<file path="src/rtl/core/kmb_pkg.sv">
// shared types, constants and helper functions of the keystroke macro buffer
`default_nettype none

package kmb_pkg;

  // default store depth in key codes
  localparam int KMB_STORE_DEPTH = 64;

  // field widths
  localparam int KMB_OP_W        = 3;
  localparam int KMB_VALUE_W     = 16;
  localparam int KMB_KEY_W       = 8;
  localparam int KMB_IN_TDATA_W  = 24;
  localparam int KMB_CFG_IDX_W   = 1;

  // decimal conversion of a value word
  localparam int KMB_DIGITS      = 5;
  localparam int KMB_DIGIT_W     = 4;
  localparam int KMB_BCD_W       = KMB_DIGITS * KMB_DIGIT_W;
  localparam int KMB_DIGIT_CNT_W = $clog2(KMB_DIGITS + 1);

  // operation codes
  typedef logic [KMB_OP_W-1:0] op_t;
  localparam op_t OP_BEGIN      = 3'd0;
  localparam op_t OP_PEEK       = 3'd1;
  localparam op_t OP_GET        = 3'd2;
  localparam op_t OP_PUT_BYTE   = 3'd3;
  localparam op_t OP_PUT_NUMBER = 3'd4;

  // configuration register indexes
  typedef logic [KMB_CFG_IDX_W-1:0] cfg_idx_t;
  localparam cfg_idx_t CFG_DIGIT_ZERO_KEY = 1'd0;
  localparam cfg_idx_t CFG_DIGIT_ONE_KEY  = 1'd1;

  // configuration reset values
  localparam logic [KMB_KEY_W-1:0] DIGIT_ZERO_KEY_RST = 8'd39;
  localparam logic [KMB_KEY_W-1:0] DIGIT_ONE_KEY_RST  = 8'd30;

  // control sequencer states
  typedef enum logic [4:0] {
    ST_IDLE = 5'b00001,
    ST_CONV = 5'b00010,
    ST_EMIT = 5'b00100,
    ST_TERM = 5'b01000,
    ST_READ = 5'b10000
  } state_t;

  // key code of one decimal digit
  function automatic logic [KMB_KEY_W-1:0] digit_key(
    input logic [KMB_DIGIT_W-1:0] d,
    input logic [KMB_KEY_W-1:0]   zero_key,
    input logic [KMB_KEY_W-1:0]   one_key
  );
    logic [KMB_KEY_W-1:0] k;
    if (d == '0) begin
      k = zero_key;
    end else begin
      k = one_key + {{(KMB_KEY_W-KMB_DIGIT_W){1'b0}}, d} - 8'd1;
    end
    return k;
  endfunction

  // add three to every decimal digit of five or more
  function automatic logic [KMB_BCD_W-1:0] bcd_adjust(input logic [KMB_BCD_W-1:0] bcd);
    logic [KMB_BCD_W-1:0] r;
    r = bcd;
    for (int i = 0; i < KMB_DIGITS; i++) begin
      if (bcd[i*KMB_DIGIT_W +: KMB_DIGIT_W] >= 4'd5) begin
        r[i*KMB_DIGIT_W +: KMB_DIGIT_W] = bcd[i*KMB_DIGIT_W +: KMB_DIGIT_W] + 4'd3;
      end
    end
    return r;
  endfunction

endpackage

`default_nettype wire

</file>
<file path="src/rtl/core/kmb_ram.sv">
// generic single-port ram with registered read
`default_nettype none

module kmb_ram #(
  parameter int WIDTH = 8,
  parameter int DEPTH = 64,
  parameter int AW    = (DEPTH > 1) ? $clog2(DEPTH) : 1
) (
  input  wire logic             clk,
  input  wire logic             we,
  input  wire logic [AW-1:0]    addr,
  input  wire logic [WIDTH-1:0] wdata,
  output logic      [WIDTH-1:0] rdata
);

  logic [WIDTH-1:0] mem [DEPTH];

  // read-first access
  always_ff @(posedge clk) begin
    if (we) begin
      mem[addr] <= wdata;
    end
    rdata <= mem[addr];
  end

endmodule

`default_nettype wire

</file>
<file path="src/rtl/core/kmb_bin2bcd.sv">
// bit-serial binary to decimal converter (shift and add three)
`default_nettype none

module kmb_bin2bcd
  import kmb_pkg::*;
(
  input  wire logic                   clk,
  input  wire logic                   rst_n,
  input  wire logic                   start,
  input  wire logic [KMB_VALUE_W-1:0] bin,
  output logic                        done,
  output logic      [KMB_BCD_W-1:0]   bcd
);

  localparam int CNT_W = $clog2(KMB_VALUE_W);

  logic                   busy_r, busy_nxt;
  logic                   done_r, done_nxt;
  logic [CNT_W-1:0]       cnt_r, cnt_nxt;
  logic [KMB_VALUE_W-1:0] bin_r, bin_nxt;
  logic [KMB_BCD_W-1:0]   bcd_r, bcd_nxt;
  logic [KMB_BCD_W-1:0]   bcd_adj;

  // one binary bit enters the digit register per cycle
  always_comb begin
    bcd_adj  = bcd_adjust(bcd_r);
    busy_nxt = busy_r;
    done_nxt = 1'b0;
    cnt_nxt  = cnt_r;
    bin_nxt  = bin_r;
    bcd_nxt  = bcd_r;
    if (start) begin
      busy_nxt = 1'b1;
      cnt_nxt  = CNT_W'(KMB_VALUE_W - 1);
      bin_nxt  = bin;
      bcd_nxt  = '0;
    end else if (busy_r) begin
      bcd_nxt = {bcd_adj[KMB_BCD_W-2:0], bin_r[KMB_VALUE_W-1]};
      bin_nxt = {bin_r[KMB_VALUE_W-2:0], 1'b0};
      cnt_nxt = cnt_r - 1'b1;
      if (cnt_r == '0) begin
        busy_nxt = 1'b0;
        done_nxt = 1'b1;
      end
    end
  end

  // control state
  always_ff @(posedge clk) begin
    if (!rst_n) begin
      busy_r <= 1'b0;
      done_r <= 1'b0;
    end else begin
      busy_r <= busy_nxt;
      done_r <= done_nxt;
    end
  end

  // shift registers
  always_ff @(posedge clk) begin
    cnt_r <= cnt_nxt;
    bin_r <= bin_nxt;
    bcd_r <= bcd_nxt;
  end

  assign done = done_r;
  assign bcd  = bcd_r;

endmodule

`default_nettype wire

</file>
<file path="src/rtl/core/keystroke_macro_buffer.sv">
// top level of the keystroke macro buffer
`default_nettype none

// Keystroke macro buffer: a store of STORE_DEPTH key codes with one shared
// position and a replay limit. Words on the input stream carry an operation
// and a value; peek and get answer with one key word on the output stream,
// the other operations give none. Items are taken one at a time. Begin is
// handled on acceptance; peek and get make one registered read of the key
// store and then wait for the output register to drain; put byte writes the
// key, then the terminator. Put number runs the bit-serial binary to decimal
// conversion, hands over the digits, then makes one store write or
// leading-zero skip per decimal digit (five) and writes the terminator. The
// store needs no clearing pass after reset: a fill count marks the written
// prefix, and entries beyond it read as zero.

module keystroke_macro_buffer
  import kmb_pkg::*;
#(
  parameter int STORE_DEPTH = KMB_STORE_DEPTH
) (
  input  wire logic                      clk,
  input  wire logic                      rst_n,
  // input stream
  input  wire logic                      in_tvalid,
  output logic                           in_tready,
  input  wire logic [KMB_IN_TDATA_W-1:0] in_tdata,   // [2:0] operation, [18:3] value
  // result stream
  output logic                           out_tvalid,
  input  wire logic                      out_tready,
  output logic      [KMB_KEY_W-1:0]      out_tdata,  // [7:0] key
  // configuration write port
  input  wire logic                      cfg_we,
  input  wire logic [KMB_CFG_IDX_W-1:0]  cfg_addr,
  input  wire logic [KMB_KEY_W-1:0]      cfg_wdata
);

  localparam int AW = (STORE_DEPTH > 1) ? $clog2(STORE_DEPTH) : 1;
  localparam int CW = $clog2(STORE_DEPTH + 1);
  localparam logic [CW-1:0] DEPTH_C = CW'(STORE_DEPTH);

  // input word fields
  op_t                    in_op;
  logic [KMB_VALUE_W-1:0] in_value;
  logic                   in_fire;

  assign in_op    = in_tdata[KMB_OP_W-1:0];
  assign in_value = in_tdata[KMB_OP_W +: KMB_VALUE_W];

  state_t                     state_r, state_nxt;
  logic [CW-1:0]              pos_r, pos_nxt;
  logic [CW-1:0]              limit_r, limit_nxt;
  logic [CW-1:0]              fill_r, fill_nxt;
  logic [KMB_KEY_W-1:0]       zero_key_r, zero_key_nxt;
  logic [KMB_KEY_W-1:0]       one_key_r, one_key_nxt;
  logic                       out_valid_r, out_valid_nxt;
  logic [KMB_KEY_W-1:0]       out_key_r, out_key_nxt;
  logic [KMB_BCD_W-1:0]       bcd_r, bcd_nxt;
  logic [KMB_DIGIT_CNT_W-1:0] emit_cnt_r, emit_cnt_nxt;
  logic                       started_r, started_nxt;
  logic                       byte_mode_r, byte_mode_nxt;
  logic [KMB_KEY_W-1:0]       byte_r, byte_nxt;
  logic                       hit_r, hit_nxt;
  logic                       get_r, get_nxt;

  // store port and converter hookup
  logic                   ram_we;
  logic [KMB_KEY_W-1:0]   ram_wdata;
  logic [KMB_KEY_W-1:0]   ram_rdata;
  logic                   conv_start;
  logic                   conv_done;
  logic [KMB_BCD_W-1:0]   conv_bcd;
  logic [KMB_DIGIT_W-1:0] top_digit;
  logic                   do_write;
  logic                   room;

  assign in_tready = (state_r == ST_IDLE);
  assign in_fire   = in_tvalid && in_tready;
  assign top_digit = bcd_r[KMB_BCD_W-1 -: KMB_DIGIT_W];
  assign room      = (pos_r < DEPTH_C);
  assign do_write  = byte_mode_r || started_r || (top_digit != '0) ||
                     (emit_cnt_r == KMB_DIGIT_CNT_W'(1));

  // sequencer and datapath next values
  always_comb begin
    state_nxt     = state_r;
    pos_nxt       = pos_r;
    limit_nxt     = limit_r;
    fill_nxt      = fill_r;
    zero_key_nxt  = zero_key_r;
    one_key_nxt   = one_key_r;
    out_valid_nxt = out_valid_r;
    out_key_nxt   = out_key_r;
    bcd_nxt       = bcd_r;
    emit_cnt_nxt  = emit_cnt_r;
    started_nxt   = started_r;
    byte_mode_nxt = byte_mode_r;
    byte_nxt      = byte_r;
    hit_nxt       = hit_r;
    get_nxt       = get_r;
    ram_we        = 1'b0;
    ram_wdata     = '0;
    conv_start    = 1'b0;

    // configuration writes
    if (cfg_we) begin
      case (cfg_addr)
        CFG_DIGIT_ZERO_KEY: zero_key_nxt = cfg_wdata;
        CFG_DIGIT_ONE_KEY:  one_key_nxt  = cfg_wdata;
        default: ;
      endcase
    end

    // result word taken
    if (out_valid_r && out_tready) begin
      out_valid_nxt = 1'b0;
    end

    case (state_r)
      ST_IDLE: begin
        if (in_fire) begin
          case (in_op)
            OP_BEGIN: begin
              pos_nxt   = '0;
              limit_nxt = (in_value > KMB_VALUE_W'(STORE_DEPTH)) ? DEPTH_C : CW'(in_value);
            end
            OP_PEEK, OP_GET: begin
              hit_nxt   = (pos_r < limit_r) && (pos_r < fill_r);
              get_nxt   = (in_op == OP_GET);
              state_nxt = ST_READ;
            end
            OP_PUT_BYTE: begin
              byte_nxt      = in_value[KMB_KEY_W-1:0];
              byte_mode_nxt = 1'b1;
              started_nxt   = 1'b1;
              emit_cnt_nxt  = KMB_DIGIT_CNT_W'(1);
              state_nxt     = ST_EMIT;
            end
            OP_PUT_NUMBER: begin
              conv_start = 1'b1;
              state_nxt  = ST_CONV;
            end
            default: ;
          endcase
        end
      end

      // wait for the decimal digits
      ST_CONV: begin
        if (conv_done) begin
          bcd_nxt       = conv_bcd;
          emit_cnt_nxt  = KMB_DIGIT_CNT_W'(KMB_DIGITS);
          started_nxt   = 1'b0;
          byte_mode_nxt = 1'b0;
          state_nxt     = ST_EMIT;
        end
      end

      // one key per cycle, leading zero digits skipped
      ST_EMIT: begin
        if (do_write) begin
          started_nxt = 1'b1;
          if (room) begin
            ram_we    = 1'b1;
            ram_wdata = byte_mode_r ? byte_r : digit_key(top_digit, zero_key_r, one_key_r);
            pos_nxt   = pos_r + 1'b1;
            if (pos_r == fill_r) begin
              fill_nxt = fill_r + 1'b1;
            end
          end
        end
        bcd_nxt      = {bcd_r[KMB_BCD_W-KMB_DIGIT_W-1:0], {KMB_DIGIT_W{1'b0}}};
        emit_cnt_nxt = emit_cnt_r - 1'b1;
        if (emit_cnt_r == KMB_DIGIT_CNT_W'(1)) begin
          state_nxt = ST_TERM;
        end
      end

      // zero terminator after the last key
      ST_TERM: begin
        if (room) begin
          ram_we    = 1'b1;
          ram_wdata = '0;
          if (pos_r == fill_r) begin
            fill_nxt = fill_r + 1'b1;
          end
        end
        state_nxt = ST_IDLE;
      end

      // store data is ready, hand out the key once the output is free
      ST_READ: begin
        if (!out_valid_r || out_tready) begin
          out_valid_nxt = 1'b1;
          out_key_nxt   = hit_r ? ram_rdata : '0;
          if (get_r) begin
            if (hit_r && (ram_rdata != '0)) begin
              pos_nxt = pos_r + 1'b1;
            end else begin
              pos_nxt   = '0;
              limit_nxt = '0;
            end
          end
          state_nxt = ST_IDLE;
        end
      end

      default: begin
        state_nxt = ST_IDLE;
      end
    endcase
  end

  // control state
  always_ff @(posedge clk) begin
    if (!rst_n) begin
      state_r     <= ST_IDLE;
      pos_r       <= '0;
      limit_r     <= '0;
      fill_r      <= '0;
      zero_key_r  <= DIGIT_ZERO_KEY_RST;
      one_key_r   <= DIGIT_ONE_KEY_RST;
      out_valid_r <= 1'b0;
    end else begin
      state_r     <= state_nxt;
      pos_r       <= pos_nxt;
      limit_r     <= limit_nxt;
      fill_r      <= fill_nxt;
      zero_key_r  <= zero_key_nxt;
      one_key_r   <= one_key_nxt;
      out_valid_r <= out_valid_nxt;
    end
  end

  // payload registers
  always_ff @(posedge clk) begin
    out_key_r   <= out_key_nxt;
    bcd_r       <= bcd_nxt;
    emit_cnt_r  <= emit_cnt_nxt;
    started_r   <= started_nxt;
    byte_mode_r <= byte_mode_nxt;
    byte_r      <= byte_nxt;
    hit_r       <= hit_nxt;
    get_r       <= get_nxt;
  end

  // decimal converter
  kmb_bin2bcd u_bin2bcd (
    .clk   (clk),
    .rst_n (rst_n),
    .start (conv_start),
    .bin   (in_value),
    .done  (conv_done),
    .bcd   (conv_bcd)
  );

  // key store
  kmb_ram #(
    .WIDTH (KMB_KEY_W),
    .DEPTH (STORE_DEPTH),
    .AW    (AW)
  ) u_key_store (
    .clk   (clk),
    .we    (ram_we),
    .addr  (pos_r[AW-1:0]),
    .wdata (ram_wdata),
    .rdata (ram_rdata)
  );

  assign out_tvalid = out_valid_r;
  assign out_tdata  = out_key_r;

endmodule

`default_nettype wire

</file>
<file path="config.mk">
export PLATFORM = sky130hd
export DESIGN_NAME = keystroke_macro_buffer
export DESIGN_NICKNAME = d
export VERILOG_FILES = /design/src/rtl/core/kmb_pkg.sv /design/src/rtl/core/kmb_ram.sv /design/src/rtl/core/kmb_bin2bcd.sv /design/src/rtl/core/keystroke_macro_buffer.sv
export SDC_FILE = /design/constraint.sdc
export NUM_CORES = 1
export LEC_CHECK = 0
export ABC_AREA = 1
export BUFFER_PORTS_ARGS = -buffer_cell sky130_fd_sc_hd__buf_2
export CAP_MARGIN = 30
export CELL_PAD_IN_SITES_DETAIL_PLACEMENT = 1
export CELL_PAD_IN_SITES_GLOBAL_PLACEMENT = 1
export CORE_MARGIN = 2
export CORE_UTILIZATION = 25
export CTS_CLUSTER_DIAMETER = 150
export DETAILED_ROUTE_END_ITERATION = 10
export PLACE_DENSITY_LB_ADDON = 0.1
export SYNTH_ARGS = -nofsm -noshare
export SYNTH_HDL_FRONTEND = slang
export SYNTH_SLANG_ARGS = --single-unit
export TNS_END_PERCENT = 100
</file>
<file path="constraint.sdc">
create_clock -name clk -period 5.4 [get_ports clk]
set_input_delay 0.54 -clock clk [delete_from_list [all_inputs] [get_ports clk]]
set_output_delay 0.54 -clock clk [all_outputs]
set_load 0.02 [all_outputs]
</file>
* Word-level counts from Yosys, hierarchy flattened
Memories as Yosys holds them, arrays and structs flattened. A register that Yosys moved wholly into a read port is not among the register bits.
Cells that the tools add are included.
** Word-level totals
- Register bits after elaboration :: 128
- Bits in writable memories :: 512
- Input port bits :: 38
- Output and inout port bits :: 10
- Word-level logic and storage cells :: 166
- Memories :: 1
** Operators by class
- Add/sub/neg operators :: 11
- Magnitude comparators :: 9
- Equal/unequal tests :: 22
- Multiplexer cells :: 64
- Bitwise gates (word level) :: 3
- Reduce and logical (&&, ||, !) cells :: 36
** Memories
- u_key_store.mem :: words 64, bits a word 8, rd ports 1, clocked after memory_dff 1, write ports 1, line kmb_ram.sv:16 : logic [WIDTH-1:0] mem [DEPTH];
** Operators by type and width (count)
- $mux W7 :: 16
- $mux W8 :: 5
- $pmux W20 S2 :: 1
- $mux W16 :: 2
- $pmux W7 S2 :: 2
- $pmux W7 S3 :: 1
- $ge A4 B3 Y1 const B :: 5
- $mux W20 :: 1
- $mux W5 :: 4
- $pmux W5 S4 :: 1
- $mux W1 :: 18
- $add A4 B2 Y4 const B :: 4
- $gt A16 B7 Y1 const B :: 1
- $mux W4 :: 4
- $pmux W5 S3 :: 1
- $add A7 B1 Y7 const B :: 2
- $lt A7 B7 Y1 :: 2
- $mux W3 :: 4
- $ne A2 B2 Y1 const B :: 6
- $reduce_and A2 Y1 :: 5
- $reduce_and A5 Y1 :: 2
- $reduce_bool A2 Y1 :: 5
- $pmux W3 S3 :: 1
- $add A8 B4 Y8 :: 1
- 33 further kinds :: 51

* Logic depth before layout (Yosys ltp)
Gate-level depths: netlist of run 1.
- Word-level depth :: 7
- Depth in mapped cells :: 14
- Depth with buffers taken out :: 13

* Cells and area by module
A second synthesis of run 1 with hierarchy kept.
** Second synthesis, totals
- Cell total of the unflattened synthesis :: 3099
- Area, all modules :: 28975.3 µm²
** Modules (own cells, without submodules)
- kmb_ram :: instances 1, cells an instance 2170, area each 21979.8 µm², seq. area each 15534.9 µm²
- keystroke_macro_buffer :: instances 1, cells an instance 654, area each 4943.5 µm², seq. area each 2152.1 µm²
- kmb_bin2bcd :: instances 1, cells an instance 275, area each 2052.0 µm², seq. area each 1001.0 µm²

* Least setup slack after synthesis of run 1
Ideal clock, no wire load.
- Kind :: register -> register
- Start :: register bcd_r[17]
- End :: memory u_key_store.mem[0][5], data pin
- Setup time :: 588 ps
- Data arrival time :: 3460 ps
- Data required time :: 4812 ps
- Slack :: 1352 ps
- Cell stages (with the launch flop) :: 12
- Buffers on the path :: 0
- Period minus slack after synthesis :: 4048 ps
- Path through :: edfxtp_1 -> inv_1 -> ha_1 -> inv_1 -> ha_1 -> inv_1 -> fa_1 -> nand3b_1 -> nand2_1 -> or2_2 -> nand3_1 -> a31oi_1
** Between the ends
- Cells in the longest elaborated chain, start to end :: 7
- Elaborated cells on any way between the ends :: 11
** Ends and longest elaborated chain
- start: declaration :: line keystroke_macro_buffer.sv:57 : logic [KMB_BCD_W-1:0] bcd_r, bcd_nxt;
- start signal: assignment :: line keystroke_macro_buffer.sv:237 : bcd_r <= bcd_nxt;
- $add A8 B4 Y8 :: line kmb_pkg.sv:58 : k = one_key + {{(KMB_KEY_W-KMB_DIGIT_W){1'b0}}, d} - 8'd1;
- $sub A8 B1 Y8 :: line kmb_pkg.sv:58
- $mux W8 :: line kmb_pkg.sv:55 : if (d == '0) begin
- $mux W8 :: line keystroke_macro_buffer.sv:164 : ram_wdata = byte_mode_r ? byte_r : digit_key(top_digit, zero_key_r, one_key_r);
- $mux W8 :: line keystroke_macro_buffer.sv:162 : if (room) begin
- $mux W8 (*) :: line keystroke_macro_buffer.sv:160 : if (do_write) begin
- $mux W8 (*)
- net ram_wdata[5] :: line keystroke_macro_buffer.sv:67 : logic [KMB_KEY_W-1:0] ram_wdata;
- end: declaration :: line kmb_ram.sv:16
Mark *: on every way through the listed nets, which the timed path passes. The rest lies on a longest branch.

* Final worst setup path of run 1
- Start :: register bcd_r[19]
- End :: memory u_key_store.mem[47][7] (enable)
** Between the ends
- Cells in the longest elaborated chain, start to end :: 7
** Ends and longest elaborated chain
- $reduce_bool A4 Y1 :: line keystroke_macro_buffer.sv:80 : assign do_write = byte_mode_r || started_r || (top_digit != '0) ||
- $logic_or A1 B1 Y1 (2 in series) :: line keystroke_macro_buffer.sv:80
- $mux W1 :: line keystroke_macro_buffer.sv:160
- $pmux W1 S2 :: line keystroke_macro_buffer.sv:118 : case (state_r)
- $mux W1 :: line kmb_ram.sv:20 : if (we) begin
- $mux W1 (not written as such) :: line kmb_ram.sv:21 : mem[addr] <= wdata;
Every way passes these cells.

==> impl_metrics.toml, run 1 <==
[synthesis]
synth.distinct_cells = 34
yosys.area.top_type_share = 0.6057
synth_top_family_by_area = "simple AND/OR/NAND/NOR gates"
yosys.area_share.simple = 0.2372
synth_compound_area_frac = 0.04217
muxShareOfSynthArea = 0
yosysSeqAreaShare = 0.6602
ys_warn_count = 0
syn_nets = 3006
synth-xor-area-share = 0.005569
postSynthAreaPerCell_um2 = 9.665
synth_top_area_cell = "edfxtp_1"
synth_seq_cells = 648
synth_cells = 2929
synth_area_um2 = 28310
synthTopCellsByArea = "edfxtp_1, nand2_1, dfxtp_1, nor2_1, o21ai_0"
synthAdderAreaFrac = 0.01750

[die]
core_um2 = 112300
die_y_um = 340.5
die_area_um2 = 115900
ios = 48
initial_core_util = 0.2520
rows = 123
die_x_um = 340.5

[run]
cap_viol_max_count = 0

[pwr]
seq_power_share = 0.378
combinationalPowerShare = 0.291
ir_drop_uv = 319.6
clkPwrFrac = 0.331
power.total_mw = 15.40
power.density_nw_per_um2 = 467.9
sw_frac_of_total = 0.3573
p_int_mw = 9.899
p_leak_nw = 12.59
netSwitchingPower_mw = 5.503

[drt]
drc = 0
via_per_inst = 4.363
drt-total-wl_um = 88130
wire_per_inst_um = 19.40
num_vias = 19818
ant_nets = 0
drt_iter0_markers = 1122
dr.pass1.iters = 4

[cells_and_area]
utilization = 0.2930
drive_above_1_share = 0.07039
layout_common_cells = "nand2_1, edfxtp_1, nor2_1, inv_1, o21ai_0"
area_delta_synth_final_pct = 16.27
layoutNonFillerInstCount = 4542
final_common_cell = "nand2_1"
nets = 3057

[min_path]
hold_class = "in2reg"

[clock_network]
cts_root_buf = "clkbuf_16"
cts.htree.levels = 3
cts_setup_buffers = 0
cts_tree = "done"
clk_latency_ns = 0.64
ctsResizeCount = 0
cts_made_buffers = 81
cts_num_sinks = 648
cts.clk_slew.worst_paths_ns = 0.06
holdBufCountCts = 0
clk_path_buf_depth = 3

[critical_path]
crit_fanout = 10
critPathKind = "reg2reg"
regToRegEndpoint = "u_key_store.mem[47][7]"
worstSetupEndpoint = "u_key_store.mem[47][7]"
cp-end-kind = "flip-flop"
reg2reg_depth = 6
r2r_start = "bcd_r[19]"
cp.required_ns = 5.65
arrival_ns = 3.73
start_kind = "flip-flop"
r2r_slack_ns = 1.92
crit_start = "bcd_r[19]"

[grt]
overflow = 0
grt_pass1_vias = 21145
antenna_found_initial = 2
grt_max_degree = 159
grt_usage = 0.1535
grt_first_pass_wirelength_um = 134600

[sta]
drv_slew = 0
layout_setup_ws_ns = 1.921
finalSetupViolations = 0
worst_slew_pin_slew_ns = 0.9793
clock_skew_ns = 0.02563
period_share = 0.6442
slew_headroom = 0.3402
fin_crit_ns = 3.479
fin_tns_setup_ns = 0
max_freq_ghz = 0.2875
rsz0062_at_grt = "false"
hold_viol = 0

[place]
io_buffers = 42
post-dp-hpwl_um = 54710
dp_cells = 4395
routabilityCongestion = 0.7619
dp_slack_ns = 1.765

[run_status]
status = "finished, final reports clean"
==> through the flow <==
step	hold WS (ns)	area [µm²]
floorplan	0.4292	28310
global placement	0.4499	30260
detailed placement	0.4620	30420
CTS	0.07386	32850
global route	0.1021	32910
finish	0.1297	32910
==> registers in the layout, summed over array words and instances, names as in the netlist, 7 cells and up <==
register / cells
fill_r: 7
one_key_r: 8
pos_r: 7
u_key_store.rdata: 8
u_bin2bcd.bin_r: 16
limit_r: 7
zero_key_r: 8
u_bin2bcd.bcd: 20
out_tdata: 8
u_key_store.mem: 512
byte_r: 8
bcd_r: 20
==> final cells by class <==
cell class / count / area, µm²
timing repair buffer: 89 / 723.2
clock inverter: 36 / 274.0
clock buffer: 107 / 2156
inverter: 141 / 539.3
sequential: 648 / 18700
multi-input combinational: 2019 / 8643
fill: 12821 / 79430
tap: 1500 / 1877
antenna: 2 / 5.005
==> Yosys cell counts <==
library cell     n
nand2_1       1460
edfxtp_1       571
nor2_1         179
inv_1          135
o21ai_0        108
a21oi_1        102
dfxtp_1         77
buf_2           58
nand3_1         51
clkbuf_1        44
ha_1            38
nand4_1         19
buf_1           18
xor2_1          15
nor3_1           6
o211ai_1         6
o22ai_1          6
nor3_2           5
nand3b_1         4
nor2_2           4
clkinv_1         3
inv_2            3
nor3b_1          3
xnor2_1          3
nor4_1           2
a211oi_1         1
a31oi_1          1
buf_4            1
fa_1             1
nor2_4           1
o21a_1           1
o21bai_2         1
o32ai_4          1
or2_2            1
==> power groups by stage <==
stage,registers (mW),clock network (mW),logic [mW]
2_1_floorplan,5.81,0,3.14
3_3_place_gp,5.93,0,4.53
3_5_place_dp,5.94,0,4.61
4_1_cts,5.84,5.27,4.63
5_1_grt,5.85,5.45,5.25
6_report,5.83,5.09,4.48
==> worst min path at each step <==
stage / start / to / slack, ns / cells after the start
6_report: in_tdata[10] / byte_r[7] / 0.13 / 1
3_3_place_gp: u_bin2bcd.bcd[11] / u_bin2bcd.bcd[11] / 0.45 / 2
2_1_floorplan: zero_key_r[0] / zero_key_r[0] / 0.43 / 2
3_5_place_dp: u_bin2bcd.bcd[15] / u_bin2bcd.bcd[15] / 0.46 / 2
4_1_cts: in_tdata[10] / byte_r[7] / 0.07 / 1
5_1_grt: in_tdata[10] / byte_r[7] / 0.10 / 1
==> layer usage <==
metal,global-route usage,share of wire,up-vias
li1,-,-,9699
met1,0.2103,0.48,9821
met2,0.2532,0.47,196
met3,0.02128,0.028,102
met4,0.04295,0.021,0
met5,0,0,-
==> worst max-delay path, stage by stage (launching register included) <==
cell	delay, ns
edfxtp_1	0.32
inv_1	0.07
nand3_1	0.42
nor2_1	0.24
o32ai_4	0.39
nand2_1	0.71
nor2_1	0.92
==> cell families (layout without fill, tap and decap cells) <==
kind of cell	count (synthesis)	count (layout)
compound gates	227	227
xor+xnor	18	18
fa+ha+maj	39	39
buf+inv	262	373
flops	648	648
other cells	0	2
simple gates	1735	1735
Power figures use the tool's default switching activity.
==> inputs of run 2 (changes only) <==
Clock period 5.4 ns to 2.9 ns, I/O delays scaled along.
==> impl_metrics.toml, run 2 (synthesis results as in run 1) <==
[drt]
dr.pass1.iters = 5
ant_nets = 0
drt_iter0_markers = 1106
num_vias = 20550
via_per_inst = 4.387
wire_per_inst_um = 19.61
drc = 0
drt-total-wl_um = 91850

[clock_network]
cts_num_sinks = 648
clk_latency_ns = 0.64
cts_root_buf = "clkbuf_16"
cts_tree = "done"
cts.htree.levels = 3
cts.clk_slew.worst_paths_ns = 0.06
clk_path_buf_depth = 3
cts_made_buffers = 80

[place]
post-dp-hpwl_um = 58440
io_buffers = 42
dp_slack_ns = -0.07017
routabilityCongestion = 0.7575

[critical_path]
reg2reg_depth = 10
cp-end-kind = "flip-flop"
start_kind = "flip-flop"
cp.required_ns = 3.24
crit_path_frequent_cell = "inv_1"
crit_fanout = 38
critPathMaxStageDelay_ns = 0.47
arrival_ns = 3.05
critPathKind = "reg2reg"
crit_slowest_cell = "fa_1"
worstPathCellList = "inv_1 > ha_1 > inv_1 > ha_1 > inv_1 > fa_1 > o21ai_0 > a21oi_1 > nor2_4 > buf_12"

[pwr]
clkPwrFrac = 0.335
seq_power_share = 0.366
power.density_nw_per_um2 = 858.1
sw_frac_of_total = 0.3526
p_int_mw = 19.05
power.total_mw = 29.42
netSwitchingPower_mw = 10.37
ir_drop_uv = 405.2
p_leak_nw = 13.39
combinationalPowerShare = 0.299

[sta]
max_freq_ghz = 0.3683
period_share = 0.9363
worst_slew_pin_slew_ns = 0.9763
fin_tns_setup_ns = 0
holdWs_ns = 0.06338
drv_slew = 0
layout_setup_ws_ns = 0.1846
rsz0062_at_grt = "false"
hold_viol = 0
clock_skew_ns = 0.02056
fin_crit_ns = 2.715
slew_headroom = 0.3423
finalSetupViolations = 0

[cells_and_area]
final_common_cell = "nand2_1"
drive_above_1_share = 0.1068
largest_reg_flops = 512
area_delta_synth_final_pct = 21.13
layout_common_cells = "nand2_1, edfxtp_1, nor2_1, buf_4, inv_1"
fillCellCount = 12796
nets = 3195
utilization = 0.3052
regMostFlops = "u_key_store.mem"

[min_path]
min_path_cells = 3
hold_class = "in2reg"

[run_status]
status = "finished, final reports clean"

[grt]
antenna_found_initial = 4
grt_usage = 0.1586
grt_first_pass_wirelength_um = 138400
overflow = 0
grt_max_degree = 125
grt_pass1_vias = 21874

[run]
cap_viol_max_count = 0

[die]
core_um2 = 112300
initial_core_util = 0.2520
die_x_um = 340.5
rows = 123
die_area_um2 = 115900
die_y_um = 340.5
ios = 48
-- run 2: changes by cell type in the layout (fill, tap and decap cells not counted), sizes merged --
cell | previous run | this run
buf | 89 | 200
dlygate4sd3 | 0 | 26
clkbuf | 107 | 117
clkinv | 31 | 25
bufinv | 4 | 5
clkinvlp | 1 | 0
diode | 2 | 1
inv | 141 | 142
nor2 | 184 | 185
-- run 2: power by group through the flow --
stage	logic (mW)	registers, mW	clock network [mW]
after detailed placement	8.97	11.0	0
after global routing	10.2	10.8	10.6
after global placement	8.83	10.9	0
after CTS	9.04	10.8	10.2
after floorplan	5.85	10.8	0
final	8.79	10.8	9.87
-- run 2: final cells by class --
class	count	area (µm²)	area share
sequential	648	18700	0.5452
multi-input combinational	2020	8650	0.2522
clock buffer	116	2292	0.06685
timing repair buffer	227	1957	0.05707
tap	1500	1877	0.05473
inverter	141	539.3	0.01573
clock inverter	31	276.5	0.008064
antenna	1	2.502	0.00007298
-- run 2: critical path: cells and delay by family, from the launching register on --
family	cells	cell delay, ns
buffers and inverters	4	0.44
AOI/OAI and AO/OA	2	0.53
and+or+nand+nor	1	0.16
adders and majority gates	3	0.86
DFF	1	0.40
-- run 2: timing repair --
action / 4_1_cts / 5_1_grt
hold buffers: 26 / 0
gates cloned: 1 / 1
setup endpoints to repair: 38 / 6
hold endpoints to repair: 33 / 0
pin swaps: 1 / 1
gates resized for setup: 0 / 0
setup buffers: 2 / 1
-- run 2: worst paths after layout --
path	from	to	slack (ns)
max	bcd_r[17]	u_key_store.mem[12][2]	0.18
min	in_tdata[16]	u_bin2bcd.bin_r[13]	0.06
max reg2reg	bcd_r[17]	u_key_store.mem[12][2]	0.18
min reg2reg	u_bin2bcd.bcd[7]	u_bin2bcd.bcd[7]	0.46
-- run 2: through the flow --
| step | std cells | instance area, µm² |
|---|---|---|
| 2_1_floorplan | 2929 | 28360 |
| 3_3_place_gp | 4505 | 31390 |
| 3_5_place_dp | 4505 | 31390 |
| 4_1_cts | 4681 | 34240 |
| 5_1_grt | 4683 | 34290 |
| 6_report | 4684 | 34290 |
-- run 2: routing by layer --
metal	wire (µm)	vias to the layer above	global-route usage
met3	2563	92	0.02234
met1	43580	10267	0.2157
met2	43880	202	0.2642
met5	0	-	0
met4	1834	0	0.04240
li1	-	9989	-
==> inputs of run 3 (changes only) <==
Settings changed: ABC_AREA 1 to 0, SYNTH_HIERARCHICAL set to 1.
==> impl_metrics.toml, run 3 <==
[run_status]
status = "finished, final reports clean"

[min_path]
min_path_cells = 4
hold_end = "one_key_r[0]"
holdCritStartpoint = "cfg_addr"
hold_class = "in2reg"

[grt]
grtUsageMet2 = 0.2737
grt_first_pass_wirelength_um = 136600
overflow = 0
met1_usage = 0.2407
busiest_layer = "met2"
grt_pass1_vias = 18697
grt_util_met3 = 0.02032
grt_usage = 0.1699
grt_max_degree = 65
antenna_found_initial = 6

[clock_network]
cts_tree = "done"
clk_path_buf_depth = 3
cts_made_buffers = 78
clk_latency_ns = 0.64
cts_root_buf = "clkbuf_16"
cts.htree.levels = 3
cts_num_sinks = 648
cts.clk_slew.worst_paths_ns = 0.06

[pwr]
combinationalPowerShare = 0.065
power.density_nw_per_um2 = 645.1
ir_drop_uv = 351.5
seq_power_share = 0.487
netSwitchingPower_mw = 5.125
clkPwrFrac = 0.448
power.total_mw = 21.65
sw_frac_of_total = 0.2367
p_leak_nw = 11.58
p_int_mw = 16.53

[cells_and_area]
nets = 2265
layout_common_cells = "edfxtp_1, buf_4, nand2_1, nor2_1, a221oi_1"
seqCellArea_um2 = 18700
fin_area_um2 = 33570
final_common_cell = "edfxtp_1"
drive_above_1_share = 0.2458
regMostFlops = "u_key_store/mem"
multi_input_area_um2 = 7747
largest_reg_flops = 512
area_delta_synth_final_pct = 24.98
fillCellCount = 11263

[synthesis]
synthTopCellsByArea = "edfxtp_1, dfxtp_1, a221oi_1, nand2_1, mux2_2"
synth_area_um2 = 26860
yosysSeqAreaShare = 0.6958
synthArstFlopShare = 0
ys.flop_type = "edfxtp_1"
synth_edf_count = 571
synth_seq_cells = 648
syn_nets = 2001
synth.distinct_cells = 82
synth_cells = 1924
yosys.area.top_type_share = 0.6384
synth_top_area_cell = "edfxtp_1"
synth_most_common_cell = "edfxtp_1"
ys_warn_count = 6
yosys-top-cells-count = "edfxtp_1, nand2_1, nor2_1, a221oi_1, a21oi_1"
postSynthAreaPerCell_um2 = 13.96

[critical_path]
arrival_ns = 3.32
reg2reg_depth = 7
cp-end-kind = "flip-flop"
cp.required_ns = 3.41
r2r_slack_ns = 0.08
critPathKind = "reg2reg"
crit_fanout = 13
start_kind = "flip-flop"
regToRegEndpoint = "u_key_store/rdata[4]"
r2r_start = "pos_r[1]"

[sta]
drv_slew = 0
hold_viol = 0
finalSetupViolations = 0
fin_crit_ns = 2.817
slew_headroom = 0.4077
fin_tns_setup_ns = 0
layout_setup_ws_ns = 0.08292
period_share = 0.9714
max_freq_ghz = 0.3550
rsz0062_at_grt = "true"
clock_skew_ns = 0.02048
worst_slew_pin_slew_ns = 0.8817

[drt]
via_per_inst = 4.869
drt_iter0_markers = 1459
drt-total-wl_um = 94350
dr.pass1.iters = 5
drc = 0
num_vias = 17792
ant_nets = 0
wire_per_inst_um = 25.82

[place]
routabilityCongestion = 0.7954
post-dp-hpwl_um = 63100
io_buffers = 42
placed_area_um2 = 30340
dp_slack_ns = -0.2097

[die]
initial_core_util = 0.2516
core_um2 = 106800
die_y_um = 331.8
die_x_um = 331.8
ios = 48
rows = 120
die_area_um2 = 110100

[run]
cap_viol_max_count = 0
## run 3: power by group through the flow
stage | Sequential [mW] | Clock (mW) | Combinational, mW
after floorplan | 10.6 | 0 | 0.980
after global placement | 10.7 | 0 | 1.29
after detailed placement | 10.7 | 0 | 1.37
after CTS | 10.5 | 10.0 | 1.41
after global routing | 10.6 | 10.3 | 1.60
final | 10.5 | 9.71 | 1.41
## run 3: kinds of logic after synthesis
family | Yosys count | synth area share
flops | 648 | 0.6958
simple gates | 483 | 0.08493
compound gates | 458 | 0.1232
buf+inv | 182 | 0.02958
mux | 103 | 0.04444
fa+ha+maj | 39 | 0.01845
xor+xnor | 11 | 0.003587
## run 3: worst max path at each step
stage | startpoint | end | slack (ns) | cells after the start
finish | pos_r[1] | u_key_store/rdata[4] | 0.08 | 7
global route | emit_cnt_r[1] | u_key_store/mem[11][6] | -0.04 | 11
CTS | emit_cnt_r[1] | u_key_store/mem[44][5] | -0.09 | 11
detailed placement | emit_cnt_r[1] | u_key_store/mem[35][6] | -0.21 | 11
global placement | pos_r[1] | u_key_store/rdata[3] | -0.32 | 7
floorplan | bcd_r[17] | u_key_store/mem[0][7] | -0.41 | 12
## run 3: layout make-up
cell class,count,share of cell area
sequential,648,0.5571
multi-input combinational,1094,0.2308
timing repair buffer,302,0.07783
clock buffer,105,0.06396
tap,1403,0.05230
clock inverter,37,0.01081
inverter,64,0.007157
antenna,1,0.00007455
## run 3: repair_timing
action,in CTS,in global routing
pin swaps,6,9
cloned,2,1
buffers inserted,14,4
gates resized for setup,42,38
setup endpoints to repair,305,353
endpoints found under the hold margin,41,0
hold buffers,27,0
## run 3: layer usage
metal  up-vias  wire length [µm]
li1       8012                 -
met1      9342             45290
met2       339             43850
met3        99              3292
met4         0              1913
met5         -                 0
## run 3: per-stage QoR
stage,std cells,hold slack (ns),utilization
floorplan,1924,0.3889,-
global placement,3465,0.4545,0.2839
detailed placement,3468,0.4598,0.2842
CTS,3653,0.04532,0.3134
global route,3653,0.1080,0.3144
finish,3654,0.07888,0.3144
## run 3: worst max-delay path: stages (launching register included)
cell and delay [ns]:
dfxtp_4 0.44, and2_2 0.32, buf_4 0.23, a221oi_1 0.37, nor3_1 0.09, a21oi_1 0.35
o211ai_1 0.29, or4_1 0.59
